## src/design/bpt_pkg.sv

```systemverilog
// ----------------------------------------------------------------------------
// bpt_pkg: shared types and constants for the breakpoint patch table
// Request codes, controller states, result kinds and the command and status
// structs that join the controller to the datapath.
// ----------------------------------------------------------------------------
`default_nettype none

package bpt_pkg;

  localparam int unsigned SLOT_COUNT_DEF = 8;
  localparam logic [31:0] BKPT_WORD      = 32'hE120_0070;

  typedef enum logic [2:0] {
    REQ_SET        = 3'd0,
    REQ_REMOVE     = 3'd1,
    REQ_REMOVE_ALL = 3'd2,
    REQ_ACTIVATE   = 3'd3,
    REQ_DEACTIVATE = 3'd4,
    REQ_ENABLE     = 3'd5,
    REQ_DISABLE    = 3'd6
  } req_e;

  typedef enum logic [1:0] {
    ST_IDLE,
    ST_REPLY,
    ST_WALK,
    ST_FINAL
  } ctl_state_e;

  typedef enum logic [2:0] {
    OUT_REPLY,
    OUT_FAIL,
    OUT_SLOT,
    OUT_WALK,
    OUT_FINAL
  } out_kind_e;

  typedef struct packed {
    logic      load;
    logic      walk;
    logic      emit;
    out_kind_e emit_kind;
    logic      slot_fill;
    logic      slot_drop;
    logic      mode_upd;
    logic      patch_upd;
  } dp_cmd_t;

  typedef struct packed {
    req_e req;
    logic enabled;
    logic active;
    logic ev_on;
    logic ev_last;
    logic ev_valid;
    logic ev_match;
  } dp_stat_t;

endpackage

`default_nettype wire

```

## src/design/bpt_datapath.sv

```systemverilog
// ----------------------------------------------------------------------------
// bpt_datapath: slot storage, walk pointer, flags and result register
// Holds the slot memories and valid bits, reads one slot per cycle during a
// walk and registers each result item for one strobe cycle.
// ----------------------------------------------------------------------------
`default_nettype none

module bpt_datapath #(
  parameter int unsigned SlotCount = bpt_pkg::SLOT_COUNT_DEF
) (
  input  wire logic             clk_i,
  input  wire logic             rst_ni,
  input  wire logic [2:0]       req_type_i,
  input  wire logic [31:0]      address_i,
  input  wire logic [31:0]      original_word_i,
  input  wire bpt_pkg::dp_cmd_t cmd_i,
  output bpt_pkg::dp_stat_t     stat_o,
  output logic                  strobe_o,
  output logic                  write_valid_o,
  output logic [31:0]           write_address_o,
  output logic [31:0]           write_data_o,
  output logic                  icache_invalidate_o,
  output logic                  ok_o,
  output logic                  last_o
);
  import bpt_pkg::*;

  localparam int unsigned IdxW = (SlotCount > 1) ? $clog2(SlotCount) : 1;
  localparam logic [IdxW-1:0] LastIdx = IdxW'(SlotCount - 1);

  req_e            req_q;
  logic [31:0]     addr_q, orig_q;
  logic [IdxW-1:0] rd_idx_q, ev_idx_q;
  logic            rd_pend_q, ev_on_q;
  logic [31:0]     rd_addr_q, rd_orig_q;
  logic [SlotCount-1:0] valid_q;
  logic            enabled_q, active_q;

  logic [31:0] slot_addr_mem [SlotCount];
  logic [31:0] slot_orig_mem [SlotCount];

  logic        wv_d, inv_d, ok_d, last_d;
  logic [31:0] wa_d, wd_d;
  logic        wv_q, inv_q, ok_q, last_q, strobe_q;
  logic [31:0] wa_q, wd_q;

  // Request capture
  always_ff @(posedge clk_i) begin
    if (cmd_i.load) begin
      req_q  <= req_e'(req_type_i);
      addr_q <= address_i;
      orig_q <= original_word_i;
    end
  end

  // Walk pointer: issue one slot read per cycle, evaluate it the next cycle
  always_ff @(posedge clk_i or negedge rst_ni) begin
    if (!rst_ni) begin
      rd_idx_q  <= '0;
      ev_idx_q  <= '0;
      rd_pend_q <= 1'b0;
      ev_on_q   <= 1'b0;
    end else if (cmd_i.load) begin
      rd_idx_q  <= '0;
      rd_pend_q <= 1'b1;
      ev_on_q   <= 1'b0;
    end else if (cmd_i.walk) begin
      ev_on_q <= rd_pend_q;
      if (rd_pend_q) begin
        ev_idx_q  <= rd_idx_q;
        rd_pend_q <= (rd_idx_q != LastIdx);
        if (rd_idx_q != LastIdx) begin
          rd_idx_q <= rd_idx_q + 1'b1;
        end
      end
    end else begin
      ev_on_q <= 1'b0;
    end
  end

  // Slot memories
  always_ff @(posedge clk_i) begin
    if (cmd_i.slot_fill) begin
      slot_addr_mem[ev_idx_q] <= addr_q;
      slot_orig_mem[ev_idx_q] <= orig_q;
    end
    if (cmd_i.walk && rd_pend_q) begin
      rd_addr_q <= slot_addr_mem[rd_idx_q];
      rd_orig_q <= slot_orig_mem[rd_idx_q];
    end
  end

  // Valid bits and flags
  always_ff @(posedge clk_i or negedge rst_ni) begin
    if (!rst_ni) begin
      valid_q   <= '0;
      enabled_q <= 1'b0;
      active_q  <= 1'b0;
    end else begin
      if (cmd_i.slot_fill) begin
        valid_q[ev_idx_q] <= 1'b1;
      end else if (cmd_i.slot_drop) begin
        valid_q[ev_idx_q] <= 1'b0;
      end
      if (cmd_i.mode_upd) begin
        case (req_q)
          REQ_ENABLE: begin
            enabled_q <= 1'b1;
            active_q  <= 1'b0;
          end
          REQ_DISABLE: begin
            enabled_q <= 1'b0;
          end
          default: begin
          end
        endcase
      end
      if (cmd_i.patch_upd) begin
        active_q <= (req_q == REQ_ACTIVATE);
      end
    end
  end

  // Result item
  always_comb begin
    wv_d   = 1'b0;
    wa_d   = 32'd0;
    wd_d   = 32'd0;
    inv_d  = 1'b0;
    ok_d   = 1'b1;
    last_d = 1'b1;
    case (cmd_i.emit_kind)
      OUT_REPLY: begin
        case (req_q)
          REQ_ENABLE:  ok_d = 1'b1;
          REQ_DISABLE: ok_d = 1'b0;
          default:     ok_d = enabled_q;
        endcase
      end
      OUT_FAIL: begin
        ok_d = 1'b0;
      end
      OUT_SLOT: begin
        wv_d = active_q;
        wa_d = addr_q;
        wd_d = (req_q == REQ_SET) ? BKPT_WORD : rd_orig_q;
      end
      OUT_WALK: begin
        wv_d   = 1'b1;
        wa_d   = rd_addr_q;
        wd_d   = (req_q == REQ_ACTIVATE) ? BKPT_WORD : rd_orig_q;
        last_d = 1'b0;
      end
      OUT_FINAL: begin
        inv_d = (req_q == REQ_ACTIVATE) || (req_q == REQ_DEACTIVATE);
      end
      default: begin
      end
    endcase
    // Zero the write fields when no write is made
    if (!wv_d) begin
      wa_d = 32'd0;
      wd_d = 32'd0;
    end
  end

  always_ff @(posedge clk_i or negedge rst_ni) begin
    if (!rst_ni) begin
      strobe_q <= 1'b0;
    end else begin
      strobe_q <= cmd_i.emit;
    end
  end

  always_ff @(posedge clk_i) begin
    if (cmd_i.emit) begin
      wv_q   <= wv_d;
      wa_q   <= wa_d;
      wd_q   <= wd_d;
      inv_q  <= inv_d;
      ok_q   <= ok_d;
      last_q <= last_d;
    end
  end

  assign stat_o.req      = req_q;
  assign stat_o.enabled  = enabled_q;
  assign stat_o.active   = active_q;
  assign stat_o.ev_on    = ev_on_q;
  assign stat_o.ev_last  = (ev_idx_q == LastIdx);
  assign stat_o.ev_valid = valid_q[ev_idx_q];
  assign stat_o.ev_match = (rd_addr_q == addr_q);

  assign strobe_o            = strobe_q;
  assign write_valid_o       = wv_q;
  assign write_address_o     = wa_q;
  assign write_data_o        = wd_q;
  assign icache_invalidate_o = inv_q;
  assign ok_o                = ok_q;
  assign last_o              = last_q;

endmodule

`default_nettype wire

```

## src/design/bpt_controller.sv

```systemverilog
// ----------------------------------------------------------------------------
// bpt_controller: request sequencer for the breakpoint patch table
// Picks a single reply or a slot walk per request and steers the datapath
// through fill, drop, emit and flag commands.
// ----------------------------------------------------------------------------
`default_nettype none

module bpt_controller (
  input  wire logic              clk_i,
  input  wire logic              rst_ni,
  input  wire logic              start,
  input  wire logic [2:0]        req_type_i,
  input  wire bpt_pkg::dp_stat_t stat_i,
  output bpt_pkg::dp_cmd_t       cmd_o,
  output logic                   busy
);
  import bpt_pkg::*;

  ctl_state_e state_q, state_d;
  logic       walk_req;
  logic       find_req;
  logic       ev_hit;

  // Requests that walk the slots when the table is enabled
  assign walk_req = (req_e'(req_type_i) == REQ_SET) ||
                    (req_e'(req_type_i) == REQ_REMOVE) ||
                    (req_e'(req_type_i) == REQ_REMOVE_ALL) ||
                    (req_e'(req_type_i) == REQ_ACTIVATE) ||
                    (req_e'(req_type_i) == REQ_DEACTIVATE);

  // Set and remove stop at the first hit
  assign find_req = (stat_i.req == REQ_SET) || (stat_i.req == REQ_REMOVE);
  assign ev_hit   = (stat_i.req == REQ_SET) ? !stat_i.ev_valid
                                            : (stat_i.ev_valid && stat_i.ev_match);

  always_ff @(posedge clk_i or negedge rst_ni) begin
    if (!rst_ni) begin
      state_q <= ST_IDLE;
    end else begin
      state_q <= state_d;
    end
  end

  always_comb begin
    state_d = state_q;
    case (state_q)
      ST_IDLE: begin
        if (start) begin
          state_d = (walk_req && stat_i.enabled) ? ST_WALK : ST_REPLY;
        end
      end
      ST_REPLY: begin
        state_d = ST_IDLE;
      end
      ST_WALK: begin
        if (stat_i.ev_on) begin
          if (find_req) begin
            if (ev_hit || stat_i.ev_last) begin
              state_d = ST_IDLE;
            end
          end else if (stat_i.ev_last) begin
            state_d = ST_FINAL;
          end
        end
      end
      ST_FINAL: begin
        state_d = ST_IDLE;
      end
      default: begin
        state_d = ST_IDLE;
      end
    endcase
  end

  always_comb begin
    cmd_o = '0;
    cmd_o.emit_kind = OUT_REPLY;
    busy  = (state_q != ST_IDLE);
    case (state_q)
      ST_IDLE: begin
        cmd_o.load = start;
      end
      ST_REPLY: begin
        cmd_o.emit     = 1'b1;
        cmd_o.mode_upd = 1'b1;
      end
      ST_WALK: begin
        cmd_o.walk = 1'b1;
        if (stat_i.ev_on) begin
          case (stat_i.req)
            REQ_SET: begin
              if (ev_hit) begin
                cmd_o.emit      = 1'b1;
                cmd_o.emit_kind = OUT_SLOT;
                cmd_o.slot_fill = 1'b1;
              end else if (stat_i.ev_last) begin
                cmd_o.emit      = 1'b1;
                cmd_o.emit_kind = OUT_FAIL;
              end
            end
            REQ_REMOVE: begin
              if (ev_hit) begin
                cmd_o.emit      = 1'b1;
                cmd_o.emit_kind = OUT_SLOT;
                cmd_o.slot_drop = 1'b1;
              end else if (stat_i.ev_last) begin
                cmd_o.emit      = 1'b1;
                cmd_o.emit_kind = OUT_FAIL;
              end
            end
            REQ_REMOVE_ALL: begin
              if (stat_i.ev_valid) begin
                cmd_o.slot_drop = 1'b1;
                cmd_o.emit      = stat_i.active;
                cmd_o.emit_kind = OUT_WALK;
              end
            end
            default: begin
              if (stat_i.ev_valid) begin
                cmd_o.emit      = 1'b1;
                cmd_o.emit_kind = OUT_WALK;
              end
            end
          endcase
        end
      end
      ST_FINAL: begin
        cmd_o.emit      = 1'b1;
        cmd_o.emit_kind = OUT_FINAL;
        cmd_o.patch_upd = (stat_i.req == REQ_ACTIVATE) ||
                          (stat_i.req == REQ_DEACTIVATE);
      end
      default: begin
      end
    endcase
  end

endmodule

`default_nettype wire

```

## src/design/breakpoint_patch_table.sv

```systemverilog
// ----------------------------------------------------------------------------
// breakpoint_patch_table: software breakpoint slots with memory patch writes
// Keeps SlotCount breakpoint slots plus enabled and activated flags, and turns
// each debugger request into a short run of patch-write result items.
// ----------------------------------------------------------------------------
//
//  channel   handshake          payload
//  --------  -----------------  ------------------------------------------------
//  request   start / busy       req_type_i, address_i, original_word_i
//  result    strobe_o (1 cycle) write_valid_o, write_address_o, write_data_o,
//                               icache_invalidate_o, ok_o, last_o
//
//  A request transfers on a rising edge with start high and busy low.
//  Enable, disable, the unused code and any request to a disabled table give
//  one result, emitted from the reply state. Set, remove, remove all, activate
//  and deactivate walk the slots one per cycle through the slot memory read
//  port.
//  Reset clears the valid bits and both flags; slot words need no clearing.
//  Each result holds for one cycle only; the receiver has no way to stall it.
// ----------------------------------------------------------------------------
`default_nettype none

module breakpoint_patch_table #(
  parameter int unsigned SLOT_COUNT = bpt_pkg::SLOT_COUNT_DEF
) (
  input  wire logic        clk_i,
  input  wire logic        rst_ni,
  input  wire logic        start,
  output logic             busy,
  input  wire logic [2:0]  req_type_i,
  input  wire logic [31:0] address_i,
  input  wire logic [31:0] original_word_i,
  output logic             strobe_o,
  output logic             write_valid_o,
  output logic [31:0]      write_address_o,
  output logic [31:0]      write_data_o,
  output logic             icache_invalidate_o,
  output logic             ok_o,
  output logic             last_o
);
  import bpt_pkg::*;

  dp_cmd_t  cmd;
  dp_stat_t stat;

  // Sequence requests: single reply, slot walk, final item
  bpt_controller u_ctl (
    .clk_i      (clk_i),
    .rst_ni     (rst_ni),
    .start      (start),
    .req_type_i (req_type_i),
    .stat_i     (stat),
    .cmd_o      (cmd),
    .busy       (busy)
  );

  // Hold slots and flags, register each result transfer
  bpt_datapath #(
    .SlotCount (SLOT_COUNT)
  ) u_dp (
    .clk_i               (clk_i),
    .rst_ni              (rst_ni),
    .req_type_i          (req_type_i),
    .address_i           (address_i),
    .original_word_i     (original_word_i),
    .cmd_i               (cmd),
    .stat_o              (stat),
    .strobe_o            (strobe_o),
    .write_valid_o       (write_valid_o),
    .write_address_o     (write_address_o),
    .write_data_o        (write_data_o),
    .icache_invalidate_o (icache_invalidate_o),
    .ok_o                (ok_o),
    .last_o              (last_o)
  );

endmodule

`default_nettype wire

```

## config.mk

```make
export PLATFORM = sky130hd
export DESIGN_NAME = breakpoint_patch_table
export DESIGN_NICKNAME = d
export VERILOG_FILES = /design/src/design/bpt_pkg.sv /design/src/design/bpt_datapath.sv /design/src/design/bpt_controller.sv /design/src/design/breakpoint_patch_table.sv
export SDC_FILE = /design/constraint.sdc
export NUM_CORES = 1
export LEC_CHECK = 0
export ABC_AREA = 1
export BUFFER_PORTS_ARGS = -buffer_cell sky130_fd_sc_hd__buf_4
export CAP_MARGIN = 20
export CORE_ASPECT_RATIO = 0.5
export CORE_MARGIN = 2
export CORE_UTILIZATION = 32
export CTS_CLUSTER_DIAMETER = 200
export DETAILED_ROUTE_END_ITERATION = 10
export PLACE_DENSITY = 0.59
export SLEW_MARGIN = 25
export SYNTH_ARGS = -nofsm -noshare
export SYNTH_HDL_FRONTEND = slang
export SYNTH_SLANG_ARGS = --single-unit
```

## constraint.sdc

```tcl
create_clock -name clk_i -period 5.47 [get_ports clk_i]
set_input_delay 0.2735 -clock clk_i [delete_from_list [all_inputs] [get_ports clk_i]]
set_output_delay 0.2735 -clock clk_i [all_outputs]
set_load 0.01 [all_outputs]
```

==> flow_results.org, run 1 <==
** STA
- Setup total negative slack on the finished layout was measured at 0 ns.
- Setup repair after global routing left no endpoint under its margin.
- The final critical path takes up around two thirds of the cycle.
- Setup Skew :: 0.0171 ns
- At the pin with the least slew margin, the transition time is 1.03 ns.
- The hold violation total from the final report is 0.
- Setup slack after layout :: 1.72 ns
- Final max-slew violation count :: 0
- In this run the tightest slew margin relative to its limit is 31.4%.
- Achievable clock frequency :: 266 MHz
- Final number of setup-violating endpoints :: 0
- Shortest period the worst path allows :: 3.75 ns

** Worst setup path
- STA classifies the critical path startpoint as a flop.
- In this run the worst path has a maximum fanout of 33.
- STA puts the critical path data required time at 5.94 ns.
- STA puts the critical path data arrival time at 4.22 ns.
- Category of the critical setup timing path :: reg -> reg
- Kind of end point of the critical path :: flop

** Clocking
- TritonCTS built the clock tree.
- The later pin in the worst-skew pair is clocked with a latency of 0.61 ns.
- Number of clock sinks seen by CTS :: approximately 730
- Clock root cell :: sky130_fd_sc_hd__clkbuf_16
- The H-tree generated during clock tree synthesis spans 3 levels.
- Number of buffers added for setup after CTS :: 0
- Maximum root-to-sink buffer count :: 3
- Inserted Clock Buffers :: 73
- Number of buffers inserted by hold repair at cts :: 69
- Once the clock tree was built, the resizer swapped 0 gates to a different size.
- Clock-pin slew was measured on the worst setup and hold paths at approximately 0.06 ns.

** Synth
- Mean area per synthesized cell :: 12.9 um2
- Top post-synthesis cells by area :: sky130_fd_sc_hd__edfxtp_1, sky130_fd_sc_hd__nor2_1, sky130_fd_sc_hd__o21ai_0, sky130_fd_sc_hd__nand2_1, sky130_fd_sc_hd__dfrtp_1
- Of the synthesized area, sequential elements account for 76.6%.
- The synthesized netlist contains 35 unique library cells.
- Summing every instance area after synthesis gives approximately 0.029 mm2.
- Post-synthesis cell type with the largest combined area :: sky130_fd_sc_hd__edfxtp_1
- Syn_nets :: 2283
- Of the total synthesized cell area, the portion taken by AND, OR, NAND and NOR gates is 12.1%.
- Synth Area in Adders :: 0.0876%
- Number of synthesized register bits :: between 700 and 800
- The synthesized netlist devotes between 7 and 8% of its cell area to compound gates.
- Dominant combinational cell family by area after synthesis :: simple AND/OR/NAND/NOR gates
- Summed over its instances, the top area cell type makes up 74.7% of the synthesized netlist area.
- In the synthesized netlist, the number of instances is 2211.
- In the synthesized netlist, mux cells make up 0% of the area.
- Count of warnings emitted by yosys :: 0
- Synthesized-area fraction occupied by xor and xnor cells :: less than 1%

** Global routing
- Global routing used a little under 20% of the available met1 tracks.
- Congestion Overflow GR :: 0
- Global routing used between 2 and 2.5% of the available met3 tracks.
- Entering global routing, the biggest net connects roughly 140 pins.
- Initial antenna violation count :: 0
- Vias in the first global route :: 17300
- Overall routing resource usage :: 14.9%
- Wire length of the first global-routing pass :: 104000 um
- Global routing consumed, on the met2 layer, 24.7% of the routing resources.
- Most used routing layer :: met2

** Run
- Max-capacitance violation count :: 0

** Cells and area
- Ratio of cells with drive above 1 in the final layout :: 12.4%
- Number of fillers in the final layout :: 8225
- Leaving out fill and tap cells, the most frequent cells in the layout are sky130_fd_sc_hd__edfxtp_1, sky130_fd_sc_hd__nor2_1, sky130_fd_sc_hd__o21ai_0.
- Synthesis-to-layout area growth :: 19.3%
- Number of nets at the end of the flow :: between 2000 and 2500
- Final instance area :: about 0.034 mm2
- N_diodes :: 0
- Leaving out fill and tap cells, the most frequent cell in the layout is sky130_fd_sc_hd__edfxtp_1.

** Pwr
- In this run the power density over the cells is a little under 500 mW/mm2.
- Static Leak :: around 0.012 uW
- Total chip power :: 16500 uW
- Worst vdd ir :: 307 uV

** Placement
- Timing analysis after detailed placement gives a worst setup slack of 1.73 ns.
- Dpl hpwl :: 36400 um
- At the end of routability-driven placement, the weighted congestion stood at 0.850.
- Input and output buffers added on the ports amount to between 100 and 150.
- Cell Area, Placed :: 0.0311 mm2

** Die
- From left edge to right edge, the die measures 427 um.
- For this configuration, the core starts out at a cell density of between 30% and 40%.
- In this run the count of I/O pins placed on the die edge is between 100 and 150.
- Cell row count :: 77
- Vertical extent of the die :: about 220 um
- Placeable core region :: 0.0883 mm2
- Die area :: about 0.09 mm2

** Detailed routing
- The first routing iteration left 1468 violations.
- For this run, design rule violations remaining after detail routing come to 0.
- Total via count in the routed design :: 17600
- Routed wirelength normalized by instance count :: approximately 19 um
- The count of nets left with antenna violations once routing finished came out at 0.
- Dividing the detail-routed via count by the number of cells gives a little under 5.
- For this run, the detailed router's first-pass iteration total came to 5.
- WL final :: a little under 70000 um

** Worst hold path
- Class of the worst hold path :: in -> async

** Outcome
- Result of the run :: finished, final reports clean
cells by family (layout without fill, tap and decap cells):
kind of cell             after synthesis  in the layout
buffers and inverters                196            435
AO/OA/AOI/OAI                        415            415
AND/OR/NAND/NOR                      850            850
adder cells (fa/ha/maj)                2              2
XOR/XNOR                              16             16
flip-flops                           732            732
layout make-up:
type / count / area [um2] / area share, %
clock buffer: 87 / 2010 / 5.89
timing repair buffer: 238 / 2120 / 6.23
clock inverter: 40 / 329 / 0.966
inverter: 70 / 274 / 0.804
sequential: 732 / 21900 / 64.2
multi-input combinational: 1283 / 5980 / 17.5
tap: 1185 / 1480 / 4.35
critical path, stage by stage (launching register included):
cell and delay [ns]:
sky130_fd_sc_hd__edfxtp_1 0.43, sky130_fd_sc_hd__nor2_1 0.19, sky130_fd_sc_hd__nand2_1 0.08, sky130_fd_sc_hd__buf_4 0.25, sky130_fd_sc_hd__nand2_1 0.12, sky130_fd_sc_hd__nor2_1 0.05, sky130_fd_sc_hd__nand3_1 0.08, sky130_fd_sc_hd__nor2_1 0.04
sky130_fd_sc_hd__nand2_1 0.08, sky130_fd_sc_hd__nand2_2 0.08, sky130_fd_sc_hd__o21ai_4 0.71, sky130_fd_sc_hd__nand2_2 0.18, sky130_fd_sc_hd__nor2_4 0.67, sky130_fd_sc_hd__buf_4 0.44, sky130_fd_sc_hd__nand2_1 0.10, sky130_fd_sc_hd__nand2_1 0.08
sequential cells by signal, summed over array words and instances (netlist names), 2 cells and up, named ones only:
register,cells
u_dp.orig_q,32
u_dp.addr_q,32
u_dp.slot_orig_mem,256
u_dp.rd_addr_q,32
u_dp.write_data_o,32
u_dp.rd_orig_q,32
u_dp.ev_idx_q,3
u_ctl.state_q,2
u_dp.rd_idx_q,3
u_dp.slot_addr_mem,256
u_dp.req_q,3
u_dp.write_address_o,32
Yosys cell counts:
cell and instances:
sky130_fd_sc_hd__a21oi_1 4, sky130_fd_sc_hd__a21oi_4 1, sky130_fd_sc_hd__a31o_2 1, sky130_fd_sc_hd__a31oi_1 64
sky130_fd_sc_hd__buf_1 11, sky130_fd_sc_hd__buf_2 10, sky130_fd_sc_hd__buf_4 6, sky130_fd_sc_hd__buf_6 2
sky130_fd_sc_hd__clkbuf_1 97, sky130_fd_sc_hd__clkinv_1 2, sky130_fd_sc_hd__dfrtp_1 21, sky130_fd_sc_hd__edfxtp_1 711
sky130_fd_sc_hd__ha_1 2, sky130_fd_sc_hd__inv_1 63, sky130_fd_sc_hd__inv_2 5, sky130_fd_sc_hd__nand2_1 233
sky130_fd_sc_hd__nand2_2 3, sky130_fd_sc_hd__nand3_1 46, sky130_fd_sc_hd__nand3b_1 24, sky130_fd_sc_hd__nand4_1 28
sky130_fd_sc_hd__nor2_1 502, sky130_fd_sc_hd__nor2_2 1, sky130_fd_sc_hd__nor2_4 3, sky130_fd_sc_hd__nor3_1 9
sky130_fd_sc_hd__nor3_2 1, sky130_fd_sc_hd__o2111ai_1 1, sky130_fd_sc_hd__o211ai_1 2, sky130_fd_sc_hd__o21ai_0 271
sky130_fd_sc_hd__o21ai_1 2, sky130_fd_sc_hd__o21ai_4 1, sky130_fd_sc_hd__o21bai_1 1, sky130_fd_sc_hd__o22ai_1 66
sky130_fd_sc_hd__o31ai_1 1, sky130_fd_sc_hd__xnor2_1 15, sky130_fd_sc_hd__xor2_1 1
metrics by stage:
step / hold WS, ns / cells / utilization, %
2_1_floorplan: -0.0221 / 2211 / -
3_5_place_dp: 0.192 / 3439 / 35.1
3_3_place_gp: 0.183 / 3437 / 35.1
6_report: 0.104 / 3635 / 38.6
4_1_cts: 0.0706 / 3635 / 38.6
5_1_grt: 0.101 / 3635 / 38.6
metal layers:
layer | share of wire [%] | wire [um]
met1 | 43 | 29900
met2 | 48 | 33600
met3 | 4.8 | 3320
met4 | 3.7 | 2580
met5 | 0 | 0
final timing paths:
kind	endpoint	slack, ns	from	cells after the start
hold reg to reg	flop	0.52	flop	2
setup / recovery	u_dp.write_address_o[13]	1.72	u_dp.req_q[2]	15
hold / removal	u_dp.strobe_o	0.10	rst_ni	2
max in group asynchronous	u_dp.rd_idx_q[0]	5.08	rst_ni	2
setup reg to reg	u_dp.write_address_o[13]	1.72	u_dp.req_q[2]	15
min in group clk_i	u_dp.addr_q[4]	0.39	address_i[4]	2
power by group:
group	internal, uW	total (uW)	leakage (uW)	switching, uW
Sequential	7120	7720	0.00673	604
Combinational	1280	3910	0.00390	2630
Clock	2850	4910	0.00115	2060
Total	11200	16500	0.0118	5300
No activity file was read; power rests on OpenSTA's default activity.
==> inputs of run 2 (changes only) <==
clock period = 3.8 ns   (was 5.47 ns; I/O delays follow)
==> run 2 against run 1 <==
Via count rose by 0.62%. First-iteration DRC count shrank 16%. Count of clock-buffer cells in the layout decreased by 2. Critical path depth unchanged. Clock skew is 0.0012 ns lower. Combinational power grew 49%. Power increased by 46%. Largest cell class unchanged. Sequential power rose by 42%.
==> flow_results.org, run 2 (synthesized netlist as in run 1, its figures left out) <==
** Outcome
- The flow ran to the end, and the final reports show no timing, DRC or antenna violations.

** Worst setup path
- Traced cell by cell, the critical path runs through inv_1, nand2_1, nand2_1, nor2_1, nand2_1, nor2_1, nand2_1, nor2_1, nand2_1, nand2_2, nand2_2, o2111ai_1, nand2_1, nand2_4, buf_12.
- Worst path max stage delay :: 0.54 ns (-0.17 ns)
- Critical path arrival :: 3.34 ns (-0.88 ns)
- STA classifies the critical path endpoint as a flop.
- The largest fanout on the critical path is 38 (+15%).
- The slowest stage of the critical path is the sky130_fd_sc_hd__edfxtp_1 cell.
- Category of the critical setup timing path :: reg -> reg
- Most frequent cell on the critical path :: sky130_fd_sc_hd__nand2_1
- The critical path required time was 4.08 ns (-1.86 ns).
- Worst setup SP type :: flop

** Worst hold path
- Class of the worst hold path :: in -> async

** Detailed routing
- The first-pass detailed-route iteration total came to 5 (unchanged).
- Mean number of vias per cell :: 4.86 (+0.12%)
- Total via count in the routed design :: 17800 (+0.62%)
- The count of nets left with antenna violations after detail routing was 0 (unchanged).
- The average wire length per cell after detail routing came to 18.9 um (-0.76%).
- DRC violation count after routing :: 0 (unchanged)
- The total length of routed wires is 69200 um (-0.27%).
- The number of DRC markers after the initial detailed-route iteration is 1236 (-16%).

** Pwr
- The power per cell area is 704 mW/mm2 (+45%).
- Total chip power :: 24100 uW (+46%)
- The internal power consumption was 16500 uW (+47%).
- The relative contribution of sequential cells to total power was 45.7% (-1.0 points).
- Switching share of total power :: 31.7% (-0.35 points)
- Worst vdd ir :: 573 uV (+86%)
- The static leakage is 0.0119 uW (+0.94%).
- Portion of total power attributed to combinational logic :: 24.2% (+0.6 points)
- The switching power is 7640 uW (+44%).
- The clock network power share was 30.1% (+0.4 points).

** Clocking
- Clock root cell :: sky130_fd_sc_hd__clkbuf_16
- Clock-pin slew on the worst setup and hold paths :: 0.06 ns (about the same)
- Clock latency on the worst-skew pair :: 0.60 ns (about the same)
- The number of buffers added for setup after CTS came to 0 (unchanged).
- The depth of the CTS H-tree was 3 (unchanged).
- Number of clock sinks seen by CTS :: 732 (unchanged)
- The quantity of gates resized following cts was 0 (unchanged).
- Inserted Clock Buffers :: 73 (unchanged)
- Maximum root-to-sink buffer count :: 3 (unchanged)
- Number of buffers inserted by hold repair at cts :: 69 (unchanged)
- CTS tree :: done

** STA
- Setup repair after global routing left no endpoint under its margin.
- The setup-violating endpoint count in the final report was 0 (unchanged).
- Achievable clock frequency :: 327 MHz (+23%)
- Final max-slew violation count :: 0 (unchanged)
- The remaining max-slew budget at the tightest pin was 30.9% (-0.53 points).
- Least-Margin Pin Slew :: 1.04 ns (+0.00675 ns)
- Setup Skew :: 0.0159 ns (-0.00120 ns)
- The hold violation total from the final report was 0 (unchanged).
- The worst hold margin is 0.0349 ns (-0.0694 ns).
- Shortest period the worst path allows :: 3.06 ns (-0.699 ns)
- Crit share post-route :: 80.4% (+12 points)

** Global routing
- The number of antenna violations at the first check in global routing is 3 (+3).
- The global-route wire length before repair is 106000 um (+1.1%).
- Congestion Overflow GR :: 0 (unchanged)
- The largest net degree at the start of global routing was 169 (+19%).
- The overall routing resource usage is 15.0% (+0.073 points).
- Vias in the first global route :: 17400 (+0.80%)

** Die
- Cell row count :: 77 (unchanged)
- Placeable core region :: 0.0883 mm2 (unchanged)
- The overall die height came to 215 um (unchanged).
- The count of pins on the block boundary was 140 (unchanged).
- Die Width :: 427 um (unchanged)
- Initial Util :: 32.3% (unchanged)
- Die area :: 0.0918 mm2 (unchanged)

** Placement
- Weighted congestion at the end of routability-driven global placement :: 0.780 (-8.1%)
- The post-DP HPWL was 36500 um (+0.47%).
- The number of placed instances with taps included was 3451 (+0.35%).
- Buffers added on ports :: 139 (unchanged)

** Cells and area
- In the layout the commonest cells are sky130_fd_sc_hd__edfxtp_1, sky130_fd_sc_hd__nor2_1, sky130_fd_sc_hd__o21ai_0.
- In the final layout, the registers with the most flip-flops are u_dp.slot_addr_mem x256, u_dp.slot_orig_mem x256.
- The number of nets in the finished design was 2482 (+0.49%).
- The number of inserted filler cells in the final layout was 8174 (-0.62%).
- The non-filler instance count after layout was 3653 (+0.50%).
- The end-of-flow core utilization came to 38.8% (+0.26 points).
- Area of the multi-input gates :: 0.00598 mm2 (unchanged)
- The area growth from synthesis to layout is 20.1%.
- Ratio of cells with drive above 1 in the final layout :: 12.8% (+0.37 points)
- The footprint of the flip-flops and latches came to 0.0219 mm2 (unchanged).
- Commonest non-fill, non-tap cell in the layout :: sky130_fd_sc_hd__edfxtp_1

** Run
- The number of violations of the max-capacitance limit is 0 (unchanged).
run 2: final timing paths:
path / startpoint / cells past startpoint / slack [ns] / endpoint
worst max-delay path: u_dp.addr_q[13] / 15 / 0.74 / u_dp.write_data_o[8]
max in group asynchronous: rst_ni / 2 / 3.48 / u_dp.rd_idx_q[0]
worst max register to register: u_dp.addr_q[13] / 15 / 0.74 / u_dp.write_data_o[8]
worst min register to register: u_dp.rd_pend_q / 1 / 0.51 / u_dp.rd_pend_q
worst min-delay path: rst_ni / 2 / 0.03 / u_dp.strobe_o
min in group clk_i: original_word_i[22] / 2 / 0.31 / u_dp.orig_q[22]
run 2: cell type report:
| type | count | area share (%) |
|---|---|---|
| tap | 1185 | 4.32 |
| multi-input combinational | 1283 | 17.4 |
| sequential | 732 | 63.8 |
| clock buffer | 85 | 5.64 |
| timing repair buffer | 250 | 6.59 |
| antenna | 2 | 0.0146 |
| clock inverter | 46 | 1.42 |
| inverter | 70 | 0.795 |
run 2: critical path, delay by kind of cell, from the launching register on:
family / cells / cell delay, ns
AO/OA/AOI/OAI: 1 / 0.10
AND/OR/NAND/NOR: 12 / 1.62
buffers and inverters: 2 / 0.39
flip-flops: 1 / 0.54
run 2: power by group through the flow:
| stage | clock network, uW | logic (uW) | registers, uW |
|---|---|---|---|
| after detailed placement | 0 | 5810 | 11200 |
| after floorplan | 0 | 3760 | 11000 |
| after global routing | 7730 | 6550 | 11200 |
| after global placement | 0 | 5740 | 11200 |
| after CTS | 7410 | 5890 | 11000 |
| final | 7270 | 5830 | 11000 |
run 2: metal layers:
metal | up-vias | track usage, % | part of all wire [%]
met4 | 2 | 4.44 | 2.2
met3 | 101 | 2.36 | 5.0
met2 | 446 | 26.0 | 50
met1 | 8853 | 19.4 | 43
li1 | 8356 | - | -
met5 | - | 0 | 0.023
run 2: per-stage QoR:
step / setup slack, ns / area [um2] / TNS, ns
final: 0.744 / 34300 / 0
after global routing: 0.491 / 34300 / 0
after CTS: 0.713 / 34300 / 0
after detailed placement: 0.738 / 31200 / 0
after global placement: 0.804 / 31200 / 0
after floorplan: -0.720 / 28600 / -385.60
